File: src/rtl/tmi_pkg.sv
`timescale 1ns / 1ps
// ----------------------------------------------------------------------------
// tmi_pkg
// Shared constants, codes and controller/datapath interface types for the
// tape machine interpreter.
// ----------------------------------------------------------------------------
package tmi_pkg;

  localparam int PROGRAM_DEPTH = 1024;
  localparam int TAPE_DEPTH    = 32;

  localparam int ADDR_W   = $clog2(PROGRAM_DEPTH);
  localparam int PTR_W    = $clog2(PROGRAM_DEPTH + 1);
  localparam int CP_W     = $clog2(TAPE_DEPTH);
  localparam int CELL_W   = 32;
  localparam int BYTE_W   = 8;
  localparam int PC_W     = 11;
  localparam int OP_W     = 2;
  localparam int STATUS_W = 3;

  typedef enum logic [OP_W-1:0] {
    OP_LOAD  = 2'd0,
    OP_START = 2'd1,
    OP_STEP  = 2'd2
  } op_t;

  typedef enum logic [STATUS_W-1:0] {
    ST_OK      = 3'd0,
    ST_CHAR    = 3'd1,
    ST_ENDED   = 3'd2,
    ST_BRACKET = 3'd3,
    ST_BADCHAR = 3'd4,
    ST_FULL    = 3'd5,
    ST_IDLE    = 3'd6
  } status_t;

  localparam logic [BYTE_W-1:0] CH_PLUS  = 8'h2B;
  localparam logic [BYTE_W-1:0] CH_MINUS = 8'h2D;
  localparam logic [BYTE_W-1:0] CH_RIGHT = 8'h3E;
  localparam logic [BYTE_W-1:0] CH_LEFT  = 8'h3C;
  localparam logic [BYTE_W-1:0] CH_DOT   = 8'h2E;
  localparam logic [BYTE_W-1:0] CH_COMMA = 8'h2C;
  localparam logic [BYTE_W-1:0] CH_OPEN  = 8'h5B;
  localparam logic [BYTE_W-1:0] CH_CLOSE = 8'h5D;
  localparam logic [BYTE_W-1:0] CH_SPACE = 8'h20;

  typedef enum logic [3:0] {
    CLS_INC,
    CLS_DEC,
    CLS_RIGHT,
    CLS_LEFT,
    CLS_OUT,
    CLS_IN,
    CLS_OPEN,
    CLS_CLOSE,
    CLS_NOP,
    CLS_BAD
  } instr_t;

  typedef enum logic [1:0] {
    SCAN_CHECK,
    SCAN_FWD,
    SCAN_BACK
  } scan_t;

  typedef struct packed {
    logic  latch;
    logic  load_byte;
    logic  clr_run;
    logic  start_run;
    logic  fetch;
    logic  exec;
    logic  advance;
    logic  grab_char;
    logic  clr_char;
    logic  scan_init;
    logic  scan_en;
    scan_t scan_kind;
  } dp_cmd_t;

  typedef struct packed {
    logic   full;
    logic   running;
    logic   at_end;
    logic   cell_zero;
    logic   ip_zero;
    logic   scan_done;
    logic   scan_ok;
    instr_t instr;
  } dp_stat_t;

  function automatic instr_t decode_instr(input logic [BYTE_W-1:0] c);
    instr_t cls;
    case (c)
      CH_PLUS:  cls = CLS_INC;
      CH_MINUS: cls = CLS_DEC;
      CH_RIGHT: cls = CLS_RIGHT;
      CH_LEFT:  cls = CLS_LEFT;
      CH_DOT:   cls = CLS_OUT;
      CH_COMMA: cls = CLS_IN;
      CH_OPEN:  cls = CLS_OPEN;
      CH_CLOSE: cls = CLS_CLOSE;
      CH_SPACE: cls = CLS_NOP;
      default:  cls = CLS_BAD;
    endcase
    return cls;
  endfunction

endpackage

File: src/rtl/tmi_ctrl.sv
`timescale 1ns / 1ps
// ----------------------------------------------------------------------------
// tmi_ctrl
// Controller: sequences load, start check and instruction execution, and
// holds the status code of the item in flight.
// ----------------------------------------------------------------------------
module tmi_ctrl (
  input  logic                       clk,
  input  logic                       rst_n,
  input  logic                       in_valid,
  output logic                       in_ready,
  input  logic [tmi_pkg::OP_W-1:0]   in_operation,
  input  tmi_pkg::dp_stat_t          stat,
  output tmi_pkg::dp_cmd_t           cmd,
  input  logic                       out_free,
  output logic                       res_load,
  output tmi_pkg::status_t           res_status
);
  import tmi_pkg::*;

  typedef enum logic [5:0] {
    S_IDLE     = 6'b000001,
    S_DISPATCH = 6'b000010,
    S_EXEC     = 6'b000100,
    S_CHECK    = 6'b001000,
    S_JUMP     = 6'b010000,
    S_REPLY    = 6'b100000
  } state_t;

  state_t  state_r;
  state_t  state_nxt;
  op_t     op_r;
  op_t     op_nxt;
  status_t status_r;
  status_t status_nxt;

  always_comb begin
    state_nxt     = state_r;
    op_nxt        = op_r;
    status_nxt    = status_r;
    cmd           = '0;
    cmd.scan_kind = SCAN_CHECK;
    in_ready      = 1'b0;
    res_load      = 1'b0;

    case (state_r)
      S_IDLE: begin
        in_ready = 1'b1;
        if (in_valid) begin
          cmd.latch = 1'b1;
          op_nxt    = op_t'(in_operation);
          state_nxt = S_DISPATCH;
        end
      end

      S_DISPATCH: begin
        status_nxt   = ST_OK;
        cmd.clr_char = 1'b1;
        state_nxt    = S_REPLY;
        case (op_r)
          OP_LOAD: begin
            if (stat.full) begin
              status_nxt = ST_FULL;
            end else begin
              cmd.load_byte = 1'b1;
            end
          end
          OP_START: begin
            cmd.scan_init = 1'b1;
            cmd.scan_kind = SCAN_CHECK;
            state_nxt     = S_CHECK;
          end
          OP_STEP: begin
            if (!stat.running) begin
              status_nxt = ST_IDLE;
            end else if (stat.at_end) begin
              status_nxt  = ST_ENDED;
              cmd.clr_run = 1'b1;
            end else begin
              cmd.fetch = 1'b1;
              state_nxt = S_EXEC;
            end
          end
          default: begin
          end
        endcase
      end

      S_EXEC: begin
        state_nxt = S_REPLY;
        case (stat.instr)
          CLS_BAD: begin
            status_nxt  = ST_BADCHAR;
            cmd.clr_run = 1'b1;
          end
          CLS_OPEN: begin
            if (stat.cell_zero) begin
              cmd.scan_init = 1'b1;
              cmd.scan_kind = SCAN_FWD;
              state_nxt     = S_JUMP;
            end else begin
              cmd.advance = 1'b1;
            end
          end
          CLS_CLOSE: begin
            // A backward jump from the first byte has nothing to scan and
            // leaves the counter at zero.
            if (stat.cell_zero) begin
              cmd.advance = 1'b1;
            end else if (!stat.ip_zero) begin
              cmd.scan_init = 1'b1;
              cmd.scan_kind = SCAN_BACK;
              state_nxt     = S_JUMP;
            end
          end
          CLS_OUT: begin
            status_nxt    = ST_CHAR;
            cmd.grab_char = 1'b1;
            cmd.advance   = 1'b1;
          end
          default: begin
            cmd.exec    = 1'b1;
            cmd.advance = 1'b1;
          end
        endcase
      end

      S_CHECK: begin
        cmd.scan_en = 1'b1;
        if (stat.scan_done) begin
          state_nxt = S_REPLY;
          if (stat.scan_ok) begin
            cmd.start_run = 1'b1;
          end else begin
            status_nxt  = ST_BRACKET;
            cmd.clr_run = 1'b1;
          end
        end
      end

      S_JUMP: begin
        cmd.scan_en = 1'b1;
        if (stat.scan_done) begin
          state_nxt = S_REPLY;
        end
      end

      S_REPLY: begin
        if (out_free) begin
          res_load  = 1'b1;
          state_nxt = S_IDLE;
        end
      end

      default: begin
        state_nxt = S_IDLE;
      end
    endcase
  end

  always_ff @(posedge clk) begin
    if (!rst_n) begin
      state_r  <= S_IDLE;
      op_r     <= OP_LOAD;
      status_r <= ST_OK;
    end else begin
      state_r  <= state_nxt;
      op_r     <= op_nxt;
      status_r <= status_nxt;
    end
  end

  assign res_status = status_r;

endmodule

File: config.mk
export PLATFORM = sky130hd
export DESIGN_NAME = tmi_ctrl
export DESIGN_NICKNAME = d
export VERILOG_FILES = /design/src/rtl/tmi_pkg.sv /design/src/rtl/tmi_ctrl.sv
export SDC_FILE = /design/constraint.sdc
export NUM_CORES = 1
export LEC_CHECK = 0
export BUFFER_PORTS_ARGS = -buffer_cell sky130_fd_sc_hd__buf_4
export CORE_ASPECT_RATIO = 0.8
export CORE_MARGIN = 8
export CORE_UTILIZATION = 46
export CTS_CLUSTER_DIAMETER = 40
export DETAILED_ROUTE_END_ITERATION = 10
export HOLD_SLACK_MARGIN = 0.12
export PLACE_DENSITY = 0.83
export SLEW_MARGIN = 30
export SYNTH_ARGS = -nofsm -noshare
export SYNTH_HDL_FRONTEND = slang
export SYNTH_SLANG_ARGS = --single-unit
File: constraint.sdc
create_clock -name clk -period 1.9 [get_ports clk]
set_input_delay 0.095 -clock clk [delete_from_list [all_inputs] [get_ports clk]]
set_output_delay 0.095 -clock clk [all_outputs]
set_load 0.1 [all_outputs]
* After elaboration in Yosys (flattened, before gate mapping) *
Index checks and enable logic that the tools add are counted.
W data, S select, Z words.

storage, ports and cells
  logic and storage cells = 86
  output and inout bits = 18
  register bits after elaboration = 11
  input port bits = 17

operators by class
  equality and inequality tests = 18
  reduce and logical (&&, ||, !) cells = 7
  mux-type cells = 58

operators by type and width
  operator              number
  $mux W6               8
  $pmux W6 S5           1
  $mux W1               29
  $pmux W6 S2           2
  $mux W3               5
  $eq A4 B3 Y1 const B  3
  $pmux W3 S2           2
  $mux W2               5
  $pmux W3 S3           1
  $ne A2 B2 Y1 const B  4
  $eq A6 B1 Y1 const B  1
  $eq A6 B2 Y1 const B  1
  $eq A6 B3 Y1 const B  1
  $eq A6 B4 Y1 const B  1
  $eq A6 B5 Y1 const B  1
  $eq A6 B6 Y1 const B  1
  $pmux W1 S3           2
  $eq A4 B4 Y1 const B  1
  $pmux W1 S2           2
  $pmux W2 S2           1
  $reduce_and A4 Y1     1
  $reduce_or A4 Y1      1
  $ne A3 B1 Y1 const B  1
  $reduce_and A3 Y1     1
  7 further kinds       7

* Longest topological paths before layout *
Gate-level depths: netlist of run 1.

  word-level depth = 4
  mapped depth = 6
  mapped depth without buffers = 6

* Least setup slack after synthesis of run 1 *
OpenSTA, ideal clock, no wires.

  kind = register to output
  from = register state_r[4]
  to = output cmd[12] (netlist bit)
  cell stages (with the launch flop) = 5
  path buffers = 0
  required time = 1.805 ns
  path slack = -1.619 ns
  data arrival time = 3.424 ns
  path through = dfxtp_1 > nand2b_1 > nor4_2 > nand2_1 > inv_1

RTL lines
  element                   RTL line         text
  start: declaration        tmi_ctrl.sv:30   state_t state_r;
  start signal: assignment  tmi_ctrl.sv:167  state_r <= state_nxt;
  end: declaration          tmi_ctrl.sv:14   output tmi_pkg::dp_cmd_t cmd,

==> summary.md, run 1 <==
| Metric | Value |
|---|---|
| Final Hold Viols | `0` |
| Critical Path RT | `1800 ps` |
| Global route total overflow | `0` |
| # clock sinks | `11` |
| Post-Syn Nets | `121` |
| Seq cells post-synth | `11` |
| Fin crit period | `1960 ps` |
| Die ar. | `0.00335 mm^2` |
| FFs w/ async S/R, synth | `0%` |
| Antenna violations before repair | `0` |
| Post-DP HPWL | `2130 um` |
| IO buf count | `34` |
| Max_cap viols | `0` |
| Gr usage total | `about 17%` |
| Slew at the pin with the worst max-slew slack | `about 540 ps` |
| Drt initial violations | `50` |
| # DRC | `0` |
| Die H | `53.4 um` |
| Power Density | `477 mW/mm^2` |
| Initial core utilization | `49.0%` |
| P_sw | `275 uW` |
| Hold WS | `between 100 and 150 ps` |
| Max-slew violations | `0` |
| Fmax | `511 MHz` |
| Area Overhead vs Synth | `84.1%` |
| Crit-path max cell delay | `between 500 and 600 ps` |
| Synth area leaders | `dfxtp_1 (27%), nand2_1 (5.1%), ha_1 (4.7%), nand2b_1 (4.7%), nor2_1 (3.7%)` |
| Post-synth design cell area | `805 um^2` |
| FP Rows | `13` |
| Clock power frac | `roughly a quarter` |
| Final setup violation count | `3` |
| Share of the synthesized area in the top cell type | `27.4%` |
| Synth unique cells | `41` |
| Antenna Nets Post-Route | `0` |
| Pin count of the biggest net entering global routing | `11` |
| Final period util | `103%` |
| Fin nets | `175` |
| Clk pin slew, worst setup/hold paths | `80 ps` |
| Synth Warn # | `0` |
| Failing checks | `setup timing` |
| # fillers | `75` |
| Num ports | `35` |
| Most frequent cells in the layout | `buf_4 (35), nand2_1 (9)` |
| Number of synthesized flops with an enable pin | `0` |
| Register area share after synthesis | `27.4%` |
| Combinational power share | `41.1%` |
| Vias in the first global route | `roughly 1,000` |
| Share of post-route cells with drive strength above 1 | `50.6%` |
| Cts bufs inserted | `3` |
| Die Wd | `~63 um` |
| Status | `finished with violations` |
| Crit-path max FO | `6` |
| Unrepaired setup endpoints after global routing | `true` |
| Slew margin rel. | `63.2%` |
| Clock latency on the worst-skew pair | `roughly 270 ps` |
| Synth area leader | `dfxtp_1` |
| Worst Path Buf+Inv | `1` |
| Routability Congestion | `0.924` |
| Most common cell after layout, fill and taps aside | `buf_4` |
| Fin area | `0.00148 mm^2` |
| CP Launch Type | `register` |
| HP Class | `in -> reg` |
| First-pass GRT wire length | `roughly 4700 um` |
| Ys flop type | `dfxtp_1` |
| CP Cell Sequence | `or4_4, nor2_4, nand4_1, nand3_4, buf_12` |
| Cells after Synth | `between 100 and 150` |
| DP Worst Slack | `142 ps` |
| CTS max path bufs | `2` |
| Area of the core | `0.00164 mm^2` |
| Drt first pass iters | `4` |
| H-tree depth | `1` |
| Crit-path slowest cell | `or4_4` |
| Routed WL | `3220 um` |
| Switching part of the total | `around two fifths` |
| Antenna cells | `0` |
| Crit path DAT | `1860 ps` |
| Via-per-instance ratio | `5.93` |
| P_leak | `0.646 nW` |
| Clock Skew | `3.36 ps` |
| Synth Area per Inst | `7.97 um^2` |
| Vias | `around 1,000` |
| CTS tree | `yes` |
| Sequential Power Share | `35.3%` |
| R2r setup slk | `80 ps` |
| Post-DP Area | `0.00123 mm^2` |
| Internal power | `431 uW` |
| Final worst slack | `-57.5 ps` |
| Drt wl/cell | `around 18 um` |
| Max VDD drop | `0.377 mV` |
| CP endpoint kind | `output port` |
| Clk root buf | `clkbuf_4` |
| Crit-path leading delay family | `simple AND/OR/NAND/NOR gates` |
| CP Class | `reg -> out` |
==> what timing repair did <==
item	CTS	global route
pin swaps	4	8
hold buffers	3	0
setup endpoints to repair	9	10
hold endpoints to repair	4	0
gates resized for setup	18	16
setup buffers	4	5
==> final timing paths <==
| check | from | endpoint | depth (start not counted) |
|---|---|---|---|
| worst max-delay path | state_r[5] | cmd[10] | 5 |
| worst min-delay path | in_valid | op_r[0] | 3 |
| worst max register to register | state_r[5] | state_r[5] | 7 |
| worst min register to register | res_status[1] | res_status[1] | 1 |
==> area by class of cell <==
cell class,instances,area [um^2],share of cell area [%]
Multi-Input combinational cell,84,697,47.0
Timing Repair Buffer,49,473,31.9
Inverter,6,26.3,1.77
Sequential cell,11,231,15.6
Tap cell,22,27.5,1.86
Clock buffer,4,26.3,1.77
==> cells in the mapped netlist (2+ instances only) <==
cell,instances
inv_1,5
nand3_1,3
nand3b_1,2
nor4_2,2
o21ai_0,3
a21oi_1,5
nor2b_1,3
and3_1,3
nand2_1,11
nand2b_1,6
nor3_1,2
nor2_1,8
a221oi_1,2
ha_1,3
a31oi_1,3
o21ai_1,3
a21o_1,2
dfxtp_1,11
nor4_1,2
==> cell families (layout without fill, tap and decap cells) <==
group                    after synthesis  after routing  share of synthesized area [%]
flip-flops                            11             11                           27.4
AND/OR/NAND/NOR                       54             54                           39.8
AO/OA/AOI/OAI                         26             26                           24.3
buffers and inverters                  6             59                           2.80
adder cells (fa/ha/maj)                3              3                           4.67
XOR/XNOR                               1              1                           1.09
==> state kept, by name, indices dropped and copies added (netlist names) <==
name and cells:
res_status 3, op_r 2, state_r 6
==> metal layers <==
metal  share of wire, %  GRT usage, %
met1                 43          20.0
met2                 48          31.2
met3                7.9          5.26
met4                1.6          4.15
met5                  0             0
==> stage by stage <==
stage / setup TNS (ps) / cells / total power, mW / utilization [%]
4_1_cts: -73.9 / 171 / 0.689 / 84.2
2_1_floorplan: -3850 / 101 / 0.430 / -
3_3_place_gp: 0 / 160 / 0.508 / 74.8
3_5_place_dp: 0 / 160 / 0.511 / 74.8
6_report: -73.9 / 176 / 0.706 / 90.2
5_1_grt: -393 / 176 / 0.732 / 90.2
==> power by group through the flow <==
stage	clock network, mW	registers [mW]	logic, mW
final	0.167	0.250	0.290
after global routing	0.174	0.251	0.307
after CTS	0.166	0.249	0.274
after detailed placement	0	0.258	0.253
after global placement	0	0.257	0.251
after floorplan	0	0.274	0.156
==> worst register-to-register path, delay by kind of cell (launching register included) <==
family | cells | cell delay (ps)
simple gates | 1 | 590
buf+inv | 4 | 530
flops | 1 | 340
compound gates | 2 | 290
Power figures use the tool's default switching activity.
==> run 2, diff against run 1 <==
--- a/config.mk
+++ b/config.mk
@@ -7,11 +7,14 @@
 export LEC_CHECK = 0
 export BUFFER_PORTS_ARGS = -buffer_cell sky130_fd_sc_hd__buf_4
+export CELL_PAD_IN_SITES_DETAIL_PLACEMENT = 0
+export CELL_PAD_IN_SITES_GLOBAL_PLACEMENT = 1
 export CORE_ASPECT_RATIO = 0.8
 export CORE_MARGIN = 8
-export CORE_UTILIZATION = 46
+export CORE_UTILIZATION = 34
+export CTS_BUF_LIST = sky130_fd_sc_hd__clkbuf_4
 export CTS_CLUSTER_DIAMETER = 40
 export DETAILED_ROUTE_END_ITERATION = 10
 export HOLD_SLACK_MARGIN = 0.12
-export PLACE_DENSITY = 0.83
+export PLACE_DENSITY = 0.86
 export SLEW_MARGIN = 30
 export SYNTH_ARGS = -nofsm -noshare
==> constraint.sdc (replaced) <==
create_clock -name clk -period 1.9 [get_ports clk]
set_input_delay 0.095 -clock clk [delete_from_list [all_inputs] [get_ports clk]]
set_output_delay 0.095 -clock clk [all_outputs]
set_load 0.005 [all_outputs]
==> summary.md, run 2 (synthesized netlist as in run 1, its figures left out) <==
| Metric | Value |
|---|---|
| R2R depth | `5 (-2)` |
| Fin crit period | `1840 ps (-117 ps)` |
| Fmax | `543 MHz (+6.3%)` |
| Antenna violations before repair | `0 (unchanged)` |
| Final worst slack | `59.1 ps (+117 ps)` |
| Post-layout util | `56.2% (-34 points)` |
| Max reg flops | `6 (unchanged)` |
| Crit-path max FO | `7 (+1)` |
| CP Cell Sequence | `or4_4, nor2_4, nand4_1, nand3_1, buf_4` |
| Via-per-instance ratio | `5.31 (-11%)` |
| Pin count of the biggest net entering global routing | `11 (unchanged)` |
| Fin nets | `169 (-3.4%)` |
| Clk root buf | `clkbuf_4` |
| Most common cell after layout, fill and taps aside | `buf_4` |
| Post-DP Area | `0.00111 mm^2 (-10%)` |
| Final setup violation count | `0 (-3)` |
| Crit-path slowest cell | `or4_4` |
| Worst Path Buf+Inv | `1 (unchanged)` |
| Clk pin slew, worst setup/hold paths | `80 ps (about the same)` |
| Slew at the pin with the worst max-slew slack | `471 ps (-72.7 ps)` |
| Die ar. | `0.00419 mm^2 (+25%)` |
| Share of post-route cells with drive strength above 1 | `40.5% (-10 points)` |
| # fillers | `234 (+210%)` |
| Crit-path max cell delay | `580 ps (about the same)` |
| Post-DP HPWL | `2150 um (+0.82%)` |
| HP Class | `in -> reg` |
| Critical Path RT | `1800 ps (about the same)` |
| Initial core utilization | `36.6% (-12 points)` |
| Drt wl/cell | `15.3 um (-16%)` |
| Routability Congestion | `0.798 (-14%)` |
| DP Worst Slack | `248 ps (+106 ps)` |
| Drt initial violations | `35 (-30%)` |
| CP Class | `reg -> out` |
| CTS tree | `yes` |
| Max-slew violations | `0 (unchanged)` |
| RR Startpoint | `state_r[3]` |
| FP Rows | `15 (+2)` |
| Most frequent cells in the layout | `buf_4 (40), nand2_1 (10), dfxtp_1 (8)` |
| # clock sinks | `11 (unchanged)` |
| # DRC | `0 (unchanged)` |
| Cts bufs inserted | `3 (unchanged)` |
| Antenna cells | `0 (unchanged)` |
| IO buf count | `34 (unchanged)` |
| Hold path depth | `3 (unchanged)` |
| Vias in the first global route | `908 (-9.6%)` |
| Clock Skew | `5.05 ps (+1.69 ps)` |
| Fin area | `0.00123 mm^2 (-17%)` |
| Final Hold Viols | `0 (unchanged)` |
| Antenna Nets Post-Route | `0 (unchanged)` |
| CTS max path bufs | `2 (unchanged)` |
| Gr usage total | `12.1% (-5.2 points)` |
| Max_cap viols | `0 (unchanged)` |
| Status | `finished, final reports clean` |
| Area of the core | `0.00220 mm^2 (+34%)` |
| Global route total overflow | `0 (unchanged)` |
| Die Wd | `70.4 um (+12%)` |
| H-tree depth | `1 (unchanged)` |
| Crit path DAT | `1750 ps (-110 ps)` |
| Vias | `918 (-12%)` |
| Die H | `59.5 um (+11%)` |
| P_leak | `0.543 nW (-16%)` |
| Max VDD drop | `0.446 mV (+18%)` |
| Worst Hold Launch | `in_valid` |
| Routed WL | `2650 um (-18%)` |
| Power Density | `483 mW/mm^2 (+1.2%)` |
| Drt first pass iters | `4 (unchanged)` |
| Num ports | `35 (unchanged)` |
| Area Overhead vs Synth | `53.3%` |
| Hold WS | `118 ps (-16.6 ps)` |
| Crit-path leading delay family | `simple AND/OR/NAND/NOR gates` |
| Clock latency on the worst-skew pair | `270 ps (about the same)` |
| Slew margin rel. | `68.1% (+4.9 points)` |
| Biggest register | `state_r` |
| Final period util | `96.9% (-6.1 points)` |
| R2r setup slk | `240 ps (+160 ps)` |
| Critical R2R Capture | `state_r[5]` |
| First-pass GRT wire length | `4180 um (-10%)` |
| CP Launch Type | `register` |
| Min-Delay Endpoint | `op_r[1]` |
| CP endpoint kind | `output port` |
-- run 2: changes by cell type in the layout (fill, tap and decap cells not counted), moves of 2 or more --
cell / previous run / this run
buf_12: 6 / 0
buf_4: 35 / 40
buf_6: 4 / 0
dfxtp_1: 6 / 8
dfxtp_2: 3 / 1
nor3_1: 0 / 2
nor3_4: 2 / 0
nor4_4: 3 / 1
-- run 2: per-stage QoR --
| stage | cells | power [mW] | setup TNS [ps] |
|---|---|---|---|
| after global routing | 173 | 0.628 | -42.6 |
| after global placement | 162 | 0.410 | 0 |
| after CTS | 171 | 0.585 | 0 |
| after floorplan | 101 | 0.335 | 0 |
| final | 173 | 0.595 | 0 |
| after detailed placement | 162 | 0.415 | 0 |
-- run 2: where the power goes --
part / internal, mW / leakage (nW) / total, mW / switching [mW]
Combinational: 0.0988 / 0.434 / 0.184 / 0.0851
Clock: 0.0779 / 0.0177 / 0.161 / 0.0834
Sequential: 0.240 / 0.0907 / 0.250 / 0.0100
-- run 2: area by class of cell --
type | count | area (um^2) | share of cell area, %
sequential | 11 | 229 | 18.6
inverter | 6 | 22.5 | 1.83
clock inverter | 1 | 5.00 | 0.406
tap | 25 | 31.3 | 2.54
clock buffer | 3 | 22.5 | 1.83
timing repair buffer | 43 | 330 | 26.8
multi-input combinational | 84 | 593 | 48.1
-- run 2: how the worst max path moves through the flow --
stage	depth (start not counted)	startpoint	end
after floorplan	4	state_r[3]	state_r[5]
after CTS	5	state_r[3]	cmd[3]
after detailed placement	5	state_r[1]	state_r[5]
final	5	state_r[3]	cmd[10]
after global placement	5	state_r[5]	cmd[3]
after global routing	5	state_r[3]	cmd[10]
-- run 2: worst reg2reg max path: cells and delay by family (launching register included) --
family / cells / cell delay (ps)
buffers and inverters: 1 / 130
flip-flops: 1 / 380
AO/OA/AOI/OAI: 2 / 330
AND/OR/NAND/NOR: 2 / 750
-- run 2: repair_timing --
item | in CTS | in global routing
endpoints found under the hold margin | 4 | 0
hold buffers | 5 | 0
pin swaps | 0 | 4
setup endpoints to repair | 2 | 8
resized for setup | 1 | 12
buffers inserted | 0 | 4
-- run 2: routing by layer --
layer  share of wire [%]  routed length, um  up-vias  global-route usage [%]
met2                  44               1170       32                    19.5
li1                    -                  -      471                       -
met3                 6.7                178        4                    3.02
met5                   0                  0        -                       0
met4                 1.1                 29        0                    5.14
met1                  48               1260      411                    15.0
